$ cat config.mk
export PLATFORM = sky130hd
export DESIGN_NAME = incremental_pid_wheel_speed_flat
export DESIGN_NICKNAME = d
export VERILOG_FILES = /design/src/sv/ipid_pkg.sv /design/src/sv/ipid_req_if.sv /design/src/sv/ipid_rsp_if.sv /design/src/sv/ipid_ctrl.sv /design/src/sv/ipid_dp.sv /design/src/sv/incremental_pid_wheel_speed.sv /design/src/flat_wrapper.sv
export SDC_FILE = /design/constraint.sdc
export NUM_CORES = 2
export LEC_CHECK = 0
export BUFFER_PORTS_ARGS = -buffer_cell sky130_fd_sc_hd__buf_2
export CAP_MARGIN = 20
export CORE_MARGIN = 2
export CORE_UTILIZATION = 40
export CTS_CLUSTER_SIZE = 25
export DETAILED_ROUTE_END_ITERATION = 6
export SLEW_MARGIN = 20
export SYNTH_ARGS = -nofsm -noshare
export SYNTH_HDL_FRONTEND = slang
export SYNTH_SLANG_ARGS = --single-unit
$ cat constraint.sdc
create_clock -name clock -period 11.7 [get_ports clock]
set_input_delay 2.34 -clock clock [delete_from_list [all_inputs] [get_ports clock]]
set_output_delay 2.34 -clock clock [all_outputs]
set_load 0.02 [all_outputs]
$ cat src/sv/ipid_pkg.sv
// Shared types and constants for the incremental PID wheel speed block.
// Holds the command/status structs between controller and datapath and CSR codes.
// No dependencies.
`timescale 1ns / 1ps
`default_nettype none

package ipid_pkg;

   localparam int WHEELS_DEFAULT = 4;
   localparam int CSR_IDX_W      = 2;
   localparam int CSR_DATA_W     = 16;

   typedef enum logic [CSR_IDX_W-1:0] {
      REG_MODE   = 2'd0,
      REG_GAIN_P = 2'd1,
      REG_GAIN_I = 2'd2,
      REG_GAIN_D = 2'd3
   } csr_reg_type;

   // Datapath operations, one issued per cycle by the controller unless it waits for a request or the output register
   typedef enum logic [3:0] {
      OP_NONE,
      OP_LOAD,
      OP_RPM,
      OP_ERR,
      OP_DIFF,
      OP_DMUL,
      OP_DFIX,
      OP_TMUL,
      OP_QMUL,
      OP_QFIX,
      OP_SFIX,
      OP_PMUL,
      OP_IMUL,
      OP_DDMUL,
      OP_ACCD,
      OP_DONE
   } op_type;

   typedef struct packed {
      op_type op;
   } cmd_type;

   typedef struct packed {
      logic present;
      logic scaled;
      logic out_free;
   } status_type;

endpackage

`default_nettype wire

$ cat src/sv/ipid_req_if.sv
// Tick request channel: valid/ready with wheel, count difference and target speed.
// No dependencies.
`timescale 1ns / 1ps
`default_nettype none

interface ipid_req_if;
   logic               valid;
   logic               ready;
   logic [1:0]         wheel;
   logic signed [15:0] count_delta;
   logic signed [15:0] target_rpm;

   modport source (output valid, output wheel, output count_delta, output target_rpm,
                   input ready);
   modport sink   (input valid, input wheel, input count_delta, input target_rpm,
                   output ready);
endinterface

`default_nettype wire

$ cat src/sv/ipid_rsp_if.sv
// Drive response channel: valid/ready with wheel channel and accumulated drive.
// No dependencies.
`timescale 1ns / 1ps
`default_nettype none

interface ipid_rsp_if;
   logic               valid;
   logic               ready;
   logic [1:0]         wheel_out;
   logic signed [31:0] drive;

   modport source (output valid, output wheel_out, output drive, input ready);
   modport sink   (input valid, input wheel_out, input drive, output ready);
endinterface

`default_nettype wire

$ cat src/sv/ipid_ctrl.sv
// Sequencer for the PID step: walks the datapath through one tick's operations.
// Depends on ipid_pkg for the command and status structs.
`timescale 1ns / 1ps
`default_nettype none

module ipid_ctrl (
   input  wire logic                 clock,
   input  wire logic                 reset,
   input  wire logic                 req_valid,
   output logic                      req_ready,
   input  wire ipid_pkg::status_type status,
   output ipid_pkg::cmd_type         cmd
);

   typedef enum logic [14:0] {
      ST_IDLE  = 15'b000000000000001,
      ST_RPM   = 15'b000000000000010,
      ST_ERR   = 15'b000000000000100,
      ST_DIFF  = 15'b000000000001000,
      ST_DMUL  = 15'b000000000010000,
      ST_DFIX  = 15'b000000000100000,
      ST_TMUL  = 15'b000000001000000,
      ST_QMUL  = 15'b000000010000000,
      ST_QFIX  = 15'b000000100000000,
      ST_SFIX  = 15'b000001000000000,
      ST_PMUL  = 15'b000010000000000,
      ST_IMUL  = 15'b000100000000000,
      ST_DDMUL = 15'b001000000000000,
      ST_ACCD  = 15'b010000000000000,
      ST_DONE  = 15'b100000000000000
   } state_type;

   state_type state_ff;
   state_type state_in;

   always_comb begin
      state_in  = state_ff;
      cmd.op    = ipid_pkg::OP_NONE;
      req_ready = (state_ff == ST_IDLE);
      unique case (state_ff)
         ST_IDLE: begin
            if (req_valid) begin
               cmd.op   = ipid_pkg::OP_LOAD;
               state_in = ST_RPM;
            end
         end
         ST_RPM: begin
            cmd.op   = ipid_pkg::OP_RPM;
            // a channel that is not fitted skips straight to the result
            state_in = status.present ? ST_ERR : ST_DONE;
         end
         ST_ERR: begin
            cmd.op   = ipid_pkg::OP_ERR;
            state_in = ST_DIFF;
         end
         ST_DIFF: begin
            cmd.op   = ipid_pkg::OP_DIFF;
            state_in = status.scaled ? ST_DMUL : ST_PMUL;
         end
         ST_DMUL: begin
            cmd.op   = ipid_pkg::OP_DMUL;
            state_in = ST_DFIX;
         end
         ST_DFIX: begin
            cmd.op   = ipid_pkg::OP_DFIX;
            state_in = ST_TMUL;
         end
         ST_TMUL: begin
            cmd.op   = ipid_pkg::OP_TMUL;
            state_in = ST_QMUL;
         end
         ST_QMUL: begin
            cmd.op   = ipid_pkg::OP_QMUL;
            state_in = ST_QFIX;
         end
         ST_QFIX: begin
            cmd.op   = ipid_pkg::OP_QFIX;
            state_in = ST_SFIX;
         end
         ST_SFIX: begin
            cmd.op   = ipid_pkg::OP_SFIX;
            state_in = ST_PMUL;
         end
         ST_PMUL: begin
            cmd.op   = ipid_pkg::OP_PMUL;
            state_in = ST_IMUL;
         end
         ST_IMUL: begin
            cmd.op   = ipid_pkg::OP_IMUL;
            state_in = ST_DDMUL;
         end
         ST_DDMUL: begin
            cmd.op   = ipid_pkg::OP_DDMUL;
            state_in = ST_ACCD;
         end
         ST_ACCD: begin
            cmd.op   = ipid_pkg::OP_ACCD;
            state_in = ST_DONE;
         end
         ST_DONE: begin
            // hold until the output register can take the beat
            if (status.out_free) begin
               cmd.op   = ipid_pkg::OP_DONE;
               state_in = ST_IDLE;
            end
         end
         default: begin
            state_in = ST_IDLE;
         end
      endcase
   end

   always_ff @(posedge clock) begin
      if (reset) begin
         state_ff <= ST_IDLE;
      end else begin
         state_ff <= state_in;
      end
   end

   a_state_onehot: assert property (@(posedge clock) disable iff (reset)
      $onehot(state_ff))
      else $error("controller state lost its one-hot code");

endmodule

`default_nettype wire

$ cat src/sv/ipid_dp.sv
// Datapath for the PID step: per-wheel state, CSRs, shared multiplier, output register.
// Depends on ipid_pkg; driven one operation per cycle by ipid_ctrl while a tick runs and the output is free.
`timescale 1ns / 1ps
`default_nettype none

module ipid_dp #(
   parameter int WHEELS = ipid_pkg::WHEELS_DEFAULT
) (
   input  wire logic                               clock,
   input  wire logic                               reset,
   input  wire ipid_pkg::cmd_type                  cmd,
   output ipid_pkg::status_type                    status,
   input  wire logic [1:0]                         req_wheel,
   input  wire logic signed [15:0]                 req_count_delta,
   input  wire logic signed [15:0]                 req_target_rpm,
   input  wire logic                               rsp_ready,
   output logic                                    rsp_valid,
   output logic [1:0]                              rsp_wheel_out,
   output logic signed [31:0]                      rsp_drive,
   input  wire logic                               csr_we,
   input  wire logic [ipid_pkg::CSR_IDX_W-1:0]     csr_index,
   input  wire logic [ipid_pkg::CSR_DATA_W-1:0]    csr_wdata
);

   localparam int IDX_W  = (WHEELS > 1) ? $clog2(WHEELS) : 1;
   localparam int MUL_W  = 21;
   localparam int PROD_W = 2 * MUL_W;

   // reciprocals: /5 exact for 16-bit magnitudes, /21 for small magnitudes,
   // /5000 within one of the quotient (fixed up afterwards)
   localparam logic signed [MUL_W-1:0] RECIP_5    = 21'sd52429;
   localparam logic signed [MUL_W-1:0] RECIP_21   = 21'sd3121;
   localparam logic signed [MUL_W-1:0] RECIP_5000 = 21'sd858993;
   localparam logic signed [MUL_W-1:0] MUL_5000   = 21'sd5000;
   localparam logic [19:0]             REM_5000   = 20'd5000;
   localparam logic [19:0]             REM_LIMIT  = 20'd10000;
   localparam logic [15:0]             D_SAT_MAG  = 16'd138;
   localparam logic signed [33:0]      DRIVE_HI   = 34'sd65534;
   localparam logic signed [33:0]      DRIVE_LO   = -34'sd2147483648;

   function automatic logic signed [15:0] sat16(input logic signed [33:0] v);
      logic signed [15:0] r;
      if (v > 34'sd32767) begin
         r = 16'sh7fff;
      end else if (v < -34'sd32768) begin
         r = 16'sh8000;
      end else begin
         r = v[15:0];
      end
      return r;
   endfunction

   // Q8.8 product back to integer, rounded toward zero
   function automatic logic signed [23:0] qterm(input logic signed [PROD_W-1:0] p);
      logic signed [31:0] p32;
      logic signed [31:0] adj;
      p32 = p[31:0];
      adj = p32 + (p32[31] ? 32'sd255 : 32'sd0);
      return adj[31:8];
   endfunction

   // configuration
   logic               mode_ff;
   logic signed [15:0] gain_p_ff;
   logic signed [15:0] gain_i_ff;
   logic signed [15:0] gain_d_ff;

   // per-wheel state
   logic signed [15:0] last_err_ff  [WHEELS];
   logic signed [15:0] err_sum_ff   [WHEELS];
   logic signed [31:0] drive_acc_ff [WHEELS];

   // working registers of the current tick
   logic [1:0]              wheel_ff;
   logic [IDX_W-1:0]        idx_ff;
   logic signed [15:0]      cnt_ff;
   logic signed [15:0]      tgt_ff;
   logic signed [15:0]      last_ff;
   logic signed [15:0]      esum_ff;
   logic signed [31:0]      accum_ff;
   logic signed [PROD_W-1:0] prod_ff;
   logic signed [15:0]      e_ff;
   logic signed [16:0]      diff_ff;
   logic [19:0]             tmag_ff;
   logic signed [15:0]      d_ff;
   logic signed [15:0]      s_ff;
   logic [7:0]              q0_ff;
   logic [7:0]              q_ff;
   logic                    rnz_ff;
   logic signed [33:0]      acc_ff;

   // output register
   logic                    rsp_valid_ff;
   logic [1:0]              wheel_out_ff;
   logic signed [31:0]      drive_ff;

   logic                    req_present;
   logic [IDX_W-1:0]        rd_idx;
   logic                    present;
   logic                    out_free;

   logic signed [MUL_W-1:0]  mul_a;
   logic signed [MUL_W-1:0]  mul_b;
   logic signed [PROD_W-1:0] prod_in;

   logic [15:0]             cnt_abs;
   logic signed [23:0]      cnt_x82;
   logic signed [23:0]      q5;
   logic signed [23:0]      rpm;
   logic signed [15:0]      e_in;

   logic signed [16:0]      diff_in;
   logic [15:0]             e_abs;
   logic [19:0]             tmag_in;
   logic signed [15:0]      d_raw_in;
   logic signed [15:0]      s_raw_in;

   logic [15:0]             dmag;
   logic [15:0]             dx238;
   logic [15:0]             dsmall;
   logic                    dlarge;
   logic signed [15:0]      d_fix_in;

   logic [19:0]             rem0;
   logic [7:0]              q_in;
   logic                    rnz_in;

   logic signed [17:0]      qs;
   logic signed [17:0]      n_sum;
   logic signed [17:0]      n_adj;
   logic signed [15:0]      s_fix_in;

   logic signed [23:0]      term_in;
   logic signed [33:0]      acc_base;
   logic signed [33:0]      acc_in;
   logic signed [31:0]      drive_in;

   assign req_present = (32'(req_wheel) < WHEELS);
   assign rd_idx      = req_present ? IDX_W'(req_wheel) : '0;
   assign present     = (32'(wheel_ff) < WHEELS);
   assign out_free    = !rsp_valid_ff || rsp_ready;

   assign status.present  = present;
   assign status.scaled   = mode_ff;
   assign status.out_free = out_free;

   // ---- speed and error ----
   assign cnt_abs = cnt_ff[15] ? 16'(-cnt_ff) : 16'(cnt_ff);
   // 82.2 * cnt = 82 * cnt + cnt / 5, both parts of one sign
   assign cnt_x82 = (24'(cnt_ff) <<< 6) + (24'(cnt_ff) <<< 4) + (24'(cnt_ff) <<< 1);
   assign q5      = $signed({11'b0, prod_ff[30:18]});
   assign rpm     = cnt_x82 + (cnt_ff[15] ? -q5 : q5);
   assign e_in    = sat16(34'(tgt_ff) - 34'(rpm));

   // ---- raw difference and sum ----
   assign diff_in  = 17'(e_ff) - 17'(last_ff);
   assign e_abs    = e_ff[15] ? 16'(-e_ff) : 16'(e_ff);
   assign tmag_in  = ({4'b0, e_abs} << 4) + ({4'b0, e_abs} << 2) + {4'b0, e_abs};
   assign d_raw_in = sat16(34'(diff_in));
   assign s_raw_in = sat16(34'(esum_ff) + 34'(e_ff));

   // ---- scaled derivative: diff * 5000 / 21 = 238 * diff + 2 * diff / 21 ----
   assign dmag   = diff_ff[16] ? 16'(-diff_ff) : 16'(diff_ff);
   assign dlarge = (dmag >= D_SAT_MAG);
   assign dx238  = ({8'b0, dmag[7:0]} << 8) - ({8'b0, dmag[7:0]} << 4)
                 - ({8'b0, dmag[7:0]} << 1);
   assign dsmall = dx238 + {12'b0, prod_ff[19:16]};

   always_comb begin
      if (diff_ff[16]) begin
         d_fix_in = dlarge ? 16'sh8000 : 16'(-$signed(dsmall));
      end else begin
         d_fix_in = dlarge ? 16'sh7fff : $signed(dsmall);
      end
   end

   // ---- scaled integral step: quotient and remainder of 21 * |e| / 5000 ----
   assign rem0   = tmag_ff - prod_ff[19:0];
   assign q_in   = (rem0 >= REM_5000) ? (q0_ff + 8'd1) : q0_ff;
   assign rnz_in = (rem0 != 20'd0) && (rem0 != REM_5000);

   assign qs    = e_ff[15] ? -$signed({10'b0, q_ff}) : $signed({10'b0, q_ff});
   assign n_sum = 18'(esum_ff) + qs;

   // a leftover fraction against the sign of the sum pulls it toward zero
   always_comb begin
      n_adj = n_sum;
      if (rnz_ff && (n_sum > 18'sd0) && e_ff[15]) begin
         n_adj = n_sum - 18'sd1;
      end else if (rnz_ff && (n_sum < 18'sd0) && !e_ff[15]) begin
         n_adj = n_sum + 18'sd1;
      end
   end

   assign s_fix_in = sat16(34'(n_adj));

   // ---- drive accumulation ----
   assign term_in  = qterm(prod_ff);
   assign acc_base = (cmd.op == ipid_pkg::OP_IMUL) ? 34'(accum_ff) : acc_ff;
   assign acc_in   = acc_base + 34'(term_in);

   always_comb begin
      if (acc_ff > DRIVE_HI) begin
         drive_in = 32'(DRIVE_HI);
      end else if (acc_ff < DRIVE_LO) begin
         drive_in = 32'(DRIVE_LO);
      end else begin
         drive_in = acc_ff[31:0];
      end
   end

   // ---- shared multiplier ----
   always_comb begin
      mul_a = '0;
      mul_b = '0;
      unique case (cmd.op)
         ipid_pkg::OP_RPM: begin
            mul_a = $signed({5'b0, cnt_abs});
            mul_b = RECIP_5;
         end
         ipid_pkg::OP_DMUL: begin
            mul_a = $signed({12'b0, dmag[7:0], 1'b0});
            mul_b = RECIP_21;
         end
         ipid_pkg::OP_TMUL: begin
            mul_a = $signed({1'b0, tmag_ff});
            mul_b = RECIP_5000;
         end
         ipid_pkg::OP_QMUL: begin
            mul_a = $signed({13'b0, prod_ff[39:32]});
            mul_b = MUL_5000;
         end
         ipid_pkg::OP_PMUL: begin
            mul_a = MUL_W'(gain_p_ff);
            mul_b = MUL_W'(e_ff);
         end
         ipid_pkg::OP_IMUL: begin
            mul_a = MUL_W'(gain_i_ff);
            mul_b = MUL_W'(s_ff);
         end
         ipid_pkg::OP_DDMUL: begin
            mul_a = MUL_W'(gain_d_ff);
            mul_b = MUL_W'(d_ff);
         end
         default: begin
            mul_a = '0;
            mul_b = '0;
         end
      endcase
   end

   assign prod_in = mul_a * mul_b;

   // ---- control state: CSRs, per-wheel state, output valid ----
   always_ff @(posedge clock) begin
      if (reset) begin
         mode_ff      <= 1'b0;
         gain_p_ff    <= '0;
         gain_i_ff    <= '0;
         gain_d_ff    <= '0;
         rsp_valid_ff <= 1'b0;
         for (int k = 0; k < WHEELS; k++) begin
            last_err_ff[k]  <= '0;
            err_sum_ff[k]   <= '0;
            drive_acc_ff[k] <= '0;
         end
      end else begin
         if (csr_we) begin
            unique case (csr_index)
               ipid_pkg::REG_MODE:   mode_ff   <= csr_wdata[0];
               ipid_pkg::REG_GAIN_P: gain_p_ff <= $signed(csr_wdata);
               ipid_pkg::REG_GAIN_I: gain_i_ff <= $signed(csr_wdata);
               ipid_pkg::REG_GAIN_D: gain_d_ff <= $signed(csr_wdata);
               default: begin
               end
            endcase
         end
         if (cmd.op == ipid_pkg::OP_DONE) begin
            rsp_valid_ff <= 1'b1;
            if (present) begin
               last_err_ff[idx_ff]  <= e_ff;
               err_sum_ff[idx_ff]   <= s_ff;
               drive_acc_ff[idx_ff] <= drive_in;
            end
         end else if (rsp_ready) begin
            rsp_valid_ff <= 1'b0;
         end
      end
   end

   // ---- payload registers ----
   always_ff @(posedge clock) begin
      prod_ff <= prod_in;
      unique case (cmd.op)
         ipid_pkg::OP_LOAD: begin
            wheel_ff <= req_wheel;
            idx_ff   <= rd_idx;
            cnt_ff   <= req_count_delta;
            tgt_ff   <= req_target_rpm;
            last_ff  <= last_err_ff[rd_idx];
            esum_ff  <= err_sum_ff[rd_idx];
            accum_ff <= drive_acc_ff[rd_idx];
         end
         ipid_pkg::OP_ERR: begin
            e_ff <= e_in;
         end
         ipid_pkg::OP_DIFF: begin
            diff_ff <= diff_in;
            tmag_ff <= tmag_in;
            d_ff    <= d_raw_in;
            s_ff    <= s_raw_in;
         end
         ipid_pkg::OP_DFIX: begin
            d_ff <= d_fix_in;
         end
         ipid_pkg::OP_QMUL: begin
            q0_ff <= prod_ff[39:32];
         end
         ipid_pkg::OP_QFIX: begin
            q_ff   <= q_in;
            rnz_ff <= rnz_in;
         end
         ipid_pkg::OP_SFIX: begin
            s_ff <= s_fix_in;
         end
         ipid_pkg::OP_IMUL, ipid_pkg::OP_DDMUL, ipid_pkg::OP_ACCD: begin
            acc_ff <= acc_in;
         end
         ipid_pkg::OP_DONE: begin
            wheel_out_ff <= wheel_ff;
            drive_ff     <= present ? drive_in : 32'sd0;
         end
         default: begin
         end
      endcase
   end

   assign rsp_valid     = rsp_valid_ff;
   assign rsp_wheel_out = wheel_out_ff;
   assign rsp_drive     = drive_ff;

   a_drive_clamped: assert property (@(posedge clock) disable iff (reset)
      rsp_valid_ff |-> (drive_ff <= 32'sd65534))
      else $error("drive beat above the upper clamp");

   a_absent_zero: assert property (@(posedge clock) disable iff (reset)
      (rsp_valid_ff && !(32'(wheel_out_ff) < WHEELS)) |-> (drive_ff == 32'sd0))
      else $error("drive beat for an absent wheel is not zero");

   a_rem_range: assert property (@(posedge clock) disable iff (reset)
      (cmd.op == ipid_pkg::OP_QFIX) |-> (rem0 < REM_LIMIT))
      else $error("quotient estimate for the integral step off by more than one");

   a_done_free: assert property (@(posedge clock) disable iff (reset)
      (cmd.op == ipid_pkg::OP_DONE) |-> (!rsp_valid_ff || rsp_ready))
      else $error("result written over an untaken beat");

endmodule

`default_nettype wire

$ cat src/sv/incremental_pid_wheel_speed.sv
// Incremental PID speed loop for up to WHEELS wheel channels, one shared multiplier.
// Each tick is stepped by the sequencer through the single multiplier, with extra steps in
// time-scaled mode and a shortcut for an absent wheel; a new tick is taken only once the
// last result is in the output register, and a result may wait while the next is taken.
// Synchronous reset clears the sequencer, CSRs and all per-wheel state at once.
`timescale 1ns / 1ps
`default_nettype none

module incremental_pid_wheel_speed #(
   parameter int WHEELS = ipid_pkg::WHEELS_DEFAULT
) (
   input  wire logic                            clock,
   input  wire logic                            reset,
   ipid_req_if.sink                             req_bus,
   ipid_rsp_if.source                           rsp_bus,
   input  wire logic                            csr_we,
   input  wire logic [ipid_pkg::CSR_IDX_W-1:0]  csr_index,
   input  wire logic [ipid_pkg::CSR_DATA_W-1:0] csr_wdata
);

   ipid_pkg::cmd_type    cmd;
   ipid_pkg::status_type status;
   logic                 req_ready;

   assign req_bus.ready = req_ready;

   ipid_ctrl u_ctrl (
      .clock     (clock),
      .reset     (reset),
      .req_valid (req_bus.valid),
      .req_ready (req_ready),
      .status    (status),
      .cmd       (cmd)
   );

   ipid_dp #(
      .WHEELS (WHEELS)
   ) u_dp (
      .clock           (clock),
      .reset           (reset),
      .cmd             (cmd),
      .status          (status),
      .req_wheel       (req_bus.wheel),
      .req_count_delta (req_bus.count_delta),
      .req_target_rpm  (req_bus.target_rpm),
      .rsp_ready       (rsp_bus.ready),
      .rsp_valid       (rsp_bus.valid),
      .rsp_wheel_out   (rsp_bus.wheel_out),
      .rsp_drive       (rsp_bus.drive),
      .csr_we          (csr_we),
      .csr_index       (csr_index),
      .csr_wdata       (csr_wdata)
   );

endmodule

`default_nettype wire

$ cat src/flat_wrapper.sv
// flat-port wrapper written by rule: the top's interface ports become plain ports
module incremental_pid_wheel_speed_flat 
#(
   parameter int WHEELS = ipid_pkg::WHEELS_DEFAULT
)
  (clock, reset, csr_we, csr_index, csr_wdata, req_bus_valid, req_bus_wheel, req_bus_count_delta, req_bus_target_rpm, req_bus_ready, rsp_bus_valid, rsp_bus_wheel_out, rsp_bus_drive, rsp_bus_ready);
  ipid_req_if req_bus_i ();
  ipid_rsp_if rsp_bus_i ();
  input  wire logic clock;
  input  wire logic reset;
  input  wire logic csr_we;
  input  wire logic [ipid_pkg::CSR_IDX_W-1:0] csr_index;
  input  wire logic [ipid_pkg::CSR_DATA_W-1:0] csr_wdata;
  input wire logic [$bits(req_bus_i.valid)-1:0] req_bus_valid;
  input wire logic [$bits(req_bus_i.wheel)-1:0] req_bus_wheel;
  input wire logic [$bits(req_bus_i.count_delta)-1:0] req_bus_count_delta;
  input wire logic [$bits(req_bus_i.target_rpm)-1:0] req_bus_target_rpm;
  output wire logic [$bits(req_bus_i.ready)-1:0] req_bus_ready;
  output wire logic [$bits(rsp_bus_i.valid)-1:0] rsp_bus_valid;
  output wire logic [$bits(rsp_bus_i.wheel_out)-1:0] rsp_bus_wheel_out;
  output wire logic [$bits(rsp_bus_i.drive)-1:0] rsp_bus_drive;
  input wire logic [$bits(rsp_bus_i.ready)-1:0] rsp_bus_ready;
  assign req_bus_i.valid = req_bus_valid;
  assign req_bus_i.wheel = req_bus_wheel;
  assign req_bus_i.count_delta = req_bus_count_delta;
  assign req_bus_i.target_rpm = req_bus_target_rpm;
  assign req_bus_ready = req_bus_i.ready;
  assign rsp_bus_valid = rsp_bus_i.valid;
  assign rsp_bus_wheel_out = rsp_bus_i.wheel_out;
  assign rsp_bus_drive = rsp_bus_i.drive;
  assign rsp_bus_i.ready = rsp_bus_ready;
  incremental_pid_wheel_speed #(.WHEELS(WHEELS)) u_core (.clock(clock), .reset(reset), .req_bus(req_bus_i), .rsp_bus(rsp_bus_i), .csr_we(csr_we), .csr_index(csr_index), .csr_wdata(csr_wdata));
endmodule
# Yosys cells after proc, flatten, opt, wreduce, memory -nomap -nowiden
# Memories as Yosys holds them, arrays and structs flattened. A register that Yosys moved wholly into a read port is not among the register bits.
# Index checks and enable logic that the tools add are counted.
# word_totals
mem_count,3
regBits,309
mem_bits_rw,256
# classes
n_eq_ne,36
n_reduce_logical,22
addsub,24
mux,49
multipliers,1
magnitude_cmp,14
# mem_list
memory,words,word_bits,read_ports,rd_ports_with_merged_regs,write_ports,line_no,source
u_core.u_dp.drive_acc_ff,4,32,1,1,4,ipid_dp.sv:71,logic signed [31:0] drive_acc_ff [WHEELS];
u_core.u_dp.err_sum_ff,4,16,1,1,4,ipid_dp.sv:70,logic signed [15:0] err_sum_ff [WHEELS];
u_core.u_dp.last_err_ff,4,16,1,1,4,ipid_dp.sv:69,logic signed [15:0] last_err_ff [WHEELS];
# ops
op,count
$pmux W21 S7,2
$mux W16,15
$pmux W15 S15,1
$mux W32,3
$neg A16 Y16,4
$pmux W16 S2,2
$pmux W4 S15,1
$mux W18,3
$mul A21 B21 Y40,1
$add A34 B24 Y34,1
$gt A17 B16 Y1 const B,2
$gt A34 B17 Y1 const B,1
$lt A17 B16 Y1 const B,2
$lt A34 B32 Y1 const B,1
$mux W34,1
$add A32 B9 Y32,1
$eq A4 B4 Y1 const B,8
$reduce_or A16 Y1,2
$reduce_or A32 Y1,1
$mux W15,2
$gt A25 B16 Y1 const B,1
$lt A25 B16 Y1 const B,1
$sub A16 B24 Y25,1
$add A23 B17 Y24,1
other kinds (58),88

# Logic depth before layout (Yosys ltp)
# depth
ltp_word,12
ltp_mapped,38
mapped_depth_nobuf,36

# Cells and area by module
# A second synthesis with hierarchy kept.
# hier_totals
hier_cells,5346
area_unflattened_um2,53353.7
# by_module_without_submodules
mod,cells_per_inst,seq_area_each_um2,area_per_inst_um2,n_inst
ipid_dp,5220,17536.8,52320.2,1
ipid_ctrl,126,300.3,1033.5,1

# Worst setup path before layout
# Ideal clock, no wire load.
# synth_path
path_kind,register to register
from,register u_core.u_ctrl.state_ff[2]
to,register u_core.u_dp.prod_ff[39]
t_arrival_ns,9.076
t_required_ns,11.586
n_path_buf,3
setup_slack_ns,2.510
path_stages_with_launch,34
synth_period_minus_slack_ns,9.190
cell_sequence,dfxtp_1 > nor4_1 > nand3_1 > or3_1 > nor3b_2 > clkbuf_1 > buf_1 > a211o_1 > clkbuf_1 > nand2_1 > fa_1 > inv_1 > fa_1 > inv_1 > fa_1 > inv_1 > fa_1 > ha_1 > fa_1 > inv_1 > fa_1 > inv_1 > ha_1 > or3_1 > nor3_1 > o21ai_0 > a31o_2 > a31oi_1 > a21oi_1 > a31o_2 > o21a_1 > o21ai_0 > mux2i_1 > a2111oi_0
# synth_between
elab_chain_cells,5
elab_cells_between_ends,26
classes_between,mul (1); eq/ne (22); mux (3)
# synth_lines
element,line_no,source
start: declaration,ipid_ctrl.sv:33,state_type state_ff;
start signal: assignment,ipid_ctrl.sv:117,state_ff <= state_in;
$eq A15 B15 Y1 (tied with other cells),ipid_ctrl.sv:40,unique case (state_ff)
$pmux W4 S15 (*),ipid_ctrl.sv:40,
$eq A4 B4 Y1 (tied with other cells),ipid_dp.sv:216,unique case (cmd.op)
$pmux W21 S7,ipid_dp.sv:216,
$mul A21 B21 Y40 (*),ipid_dp.sv:252,assign prod_in = mul_a * mul_b;
named net u_core.u_dp.prod_in[39],ipid_dp.sv:104,logic signed [PROD_W-1:0] prod_in;
end signal: assignment,ipid_dp.sv:293,prod_ff <= prod_in;
end: declaration,ipid_dp.sv:81,logic signed [PROD_W-1:0] prod_ff;
# Mark *: on every way through the listed nets, which the timed path passes. The rest lies on a longest branch.
# A chain may end at the register's enable or synchronous reset.

# Worst setup path in the final report
# layout_path
from,register u_core.u_ctrl.state_ff[0]
to,register u_core.u_dp.prod_ff[39]
# Same word-level chain as after synthesis.

==> results.md <==
* Clock-pin transition on the worst setup and hold timing paths at 60 ps
* Mapped Cells at 5,332
* R2R Setup Slk at 1160 ps
* Final period util at about nine tenths
* Met2 routed WL at 68,600 µm
* Yosys cell types at 102
* Total power at 0.00628 W
* HP Start: u_core.u_dp.gain_d_ff[10]$_SDFFE_PP0P_
* Cts bufs inserted at 73
* Pin count of the biggest net entering global routing at 66
* Pre-antenna DRT Iters at 7
* Initial antenna violation count at 10
* VDD IR max at 0.111 mV
* Fillers at 12,700
* Async SR Flop Fraction at 0%
* Initial DRC Count at 3,238
* Setup Total Neg Slack at 0 ps
* Yosys warns at 0
* Avg WL per Cell at 21.2 µm
* Die H at 369 µm
* Crit path buffers/inverters at 5
* CTS hold repair buffers at 0
* Syn avg cell area at 9.98 µm²
* Worst-Margin Slew at 1120 ps
* RR Startpoint: u_core.u_ctrl.state_ff[0]$_SDFFE_PP1P_
* Critical path's most frequent cell: fa_1
* Max Cap Viol at 0
* Commonest non-fill, non-tap cell in the layout: inv_1
* Post-DP Area at 55,900 µm²
* Routability cong. at 0.973
* Root Buffer: clkbuf_16
* Max Clk Rate at 0.0949 GHz
* Number of synthesized flops with an enable pin at 524
* Max clock buf depth at 3
* Clock skew at about 23 ps
* Crit path DAT at 11,070 ps
* Synth Net Count at slightly above 6,000
* Sequential Area at between 15,000 and 20,000 µm²
* Detailed Route WL at 152,000 µm
* ANT nets after route at 0
* Hold Path End: u_core.u_dp.gain_d_ff[10]$_SDFFE_PP0P_
* FF+latch count, synth at between 600 and 700
* Fin area at 58,400 µm²
* Slew HR at 25.0%
* Share of layout cells above drive strength 1 at under 10%
* Core area at 132,000 µm²
* Die W at 369 µm
* Sequential element share of the synthesized area at 33.5%
* Setup crit start kind: register
* Post_cts resized at 0
* Commonest non-fill, non-tap cells in the layout: inv_1 (844), nand2_1 (603), edfxtp_1 (524)
* Final HPWL DP at 115,000 µm
* Outcome: finished clean
* Starting Density at between 40% and 50%
* Nets@finish at 6,263
* Grt ovf at 0
* P per Cell Area at 108 nW/µm²
* Cell family with the largest share of critical-path delay: adder cells
* Kind of critical path: register to register
* Residual DRC at 0
* CTS Sinks at 629
* Cell row count at 133
* Post-CTS Repair Setup Buffers at 0
* Highest routed layer: met4
* Lkg Pwr at 26.0 nW
* Hold/Removal Path Class: register to register
* Hold Vio Cnt, Final at 0
* Die ar. at 136,000 µm²
* Crit path capture type: register
* Routed met1 length at 64,400 µm
* Main synth FF type: edfxtp_1
* Ports at slightly above 90
* GRT Total Usage at a little under a quarter
* Crit-path max cell delay at approximately 700 ps
* First-pass GRT wire length at 235,000 µm
* Buffers on Ports at 92
* Hold depth at 2
* Worst-Skew Late Latency at around 660 ps
* Reg2reg path depth at 31
* Final setup viols at 0
* Area growth syn-to-layout at 9.83%
* WL met3 at 11,800 µm
* DR vias at 39,100
* Pins Over Slew Limit at 0
* Vias in the first global route at 39,200
* Slowest-stage cell, CP: nor3b_2
* Drt via density at 5.43
* Synthesized cell area at 53,200 µm²
* CTS H-tree lvls at 3
* Multi-input combinational cell area at 31,600 µm²
* CP Max Fanout at 16
* WP data required at 12,220 ps
* Minimum clock period at 10,540 ps
* CTS tree: done
* Worst reg2reg endpoint: u_core.u_dp.prod_ff[39]$_DFF_P_
* RSZ-0062 raised after global routing: false
[state kept, by name, summed over array words and instances (netlist names), 17 cells and up]
register	flops
u_core.u_dp.acc_ff	34
u_core.u_dp.accum_ff	32
u_core.u_dp.diff_ff	17
u_core.u_dp.drive_acc_ff	128
u_core.u_dp.err_sum_ff	64
u_core.u_dp.last_err_ff	64
u_core.u_dp.prod_ff	40
u_core.u_dp.rsp_drive	32
u_core.u_dp.tmag_ff	20
[Yosys cell counts, types with 93 or more instances]
| master | number | area share [%] |
|---|---|---|
| and2_1 | 124 | 1.5 |
| xnor2_1 | 192 | 3.2 |
| nand2_1 | 603 | 4.3 |
| fa_1 | 493 | 19 |
| o21ai_0 | 123 | 1.2 |
| edfxtp_1 | 524 | 30 |
| clkbuf_1 | 170 | 1.2 |
| nor2_1 | 442 | 3.1 |
| ha_1 | 327 | 7.7 |
| dfxtp_1 | 105 | 4.0 |
| xor2_1 | 93 | 1.5 |
| a21oi_1 | 244 | 2.3 |
| inv_1 | 844 | 6.0 |
[logic make-up (layout without fill, tap and decap cells)]
group           Yosys count  count (layout)  share of synthesized area, %
mux                      77              77                          2.97
other cells               0               7                             0
compound gates          803             803                          10.2
xor+xnor                285             285                          4.69
fa+ha+maj               835             835                          26.5
flops                   629             629                          33.5
simple gates           1663            1663                          14.7
buf+inv                1040            1148                          7.39
[tightest hold or removal path, cell delays in order (launching register included)]
cell and delay (ps):
dfxtp_1 310, nand2_1 50, a21oi_1 50
[stage by stage]
step / hold WS, ps / cells / util (%) / setup slack, ps
finish: 455 / 7202 / 44.3 / 1160
global placement: 441 / 7064 / 42.4 / 1550
global route: 468 / 7200 / 44.3 / 654
floorplan: 409 / 5332 / - / 2510
CTS: 456 / 7193 / 44.3 / 1320
detailed placement: 447 / 7064 / 42.4 / 1340
[worst max path at each step]
stage / startpoint / end / slack, ps / depth (start not counted)
floorplan: u_core.u_ctrl.state_ff[2]$_SDFFE_PP0P_ / u_core.u_dp.prod_ff[39]$_DFF_P_ / 2510 / 33
global placement: u_core.u_ctrl.state_ff[0]$_SDFFE_PP1P_ / u_core.u_dp.prod_ff[39]$_DFF_P_ / 1550 / 31
detailed placement: u_core.u_ctrl.state_ff[0]$_SDFFE_PP1P_ / u_core.u_dp.prod_ff[39]$_DFF_P_ / 1340 / 31
CTS: u_core.u_ctrl.state_ff[0]$_SDFFE_PP1P_ / u_core.u_dp.prod_ff[39]$_DFF_P_ / 1320 / 31
global route: u_core.u_ctrl.state_ff[0]$_SDFFE_PP1P_ / u_core.u_dp.prod_ff[39]$_DFF_P_ / 650 / 29
finish: u_core.u_ctrl.state_ff[0]$_SDFFE_PP1P_ / u_core.u_dp.prod_ff[39]$_DFF_P_ / 1160 / 31
[layout make-up]
class	count	share of cell area (%)
Timing Repair Buffer	174	1.89
Clock buffer	87	3.31
Clock inverter	42	0.968
Sequential cell	629	30.5
Inverter	845	5.43
Multi-Input combinational cell	3663	54.1
Antenna cell	7	0.0300
Tap cell	1755	3.76
[power by group]
part / total [W] / switching (W) / internal, W / leakage [nW]
Sequential: 0.00257 / 0.0000444 / 0.00252 / 5.97
Clock: 0.00242 / 0.000966 / 0.00145 / 1.21
Combinational: 0.00130 / 0.000774 / 0.000525 / 18.8
[layer usage]
layer	track usage [%]	vias to the layer above
met5	0	-
met4	10.8	0
met3	4.18	294
met2	35.0	1335
met1	30.5	19500
li1	-	17900
Power figures use the tool's default switching activity.
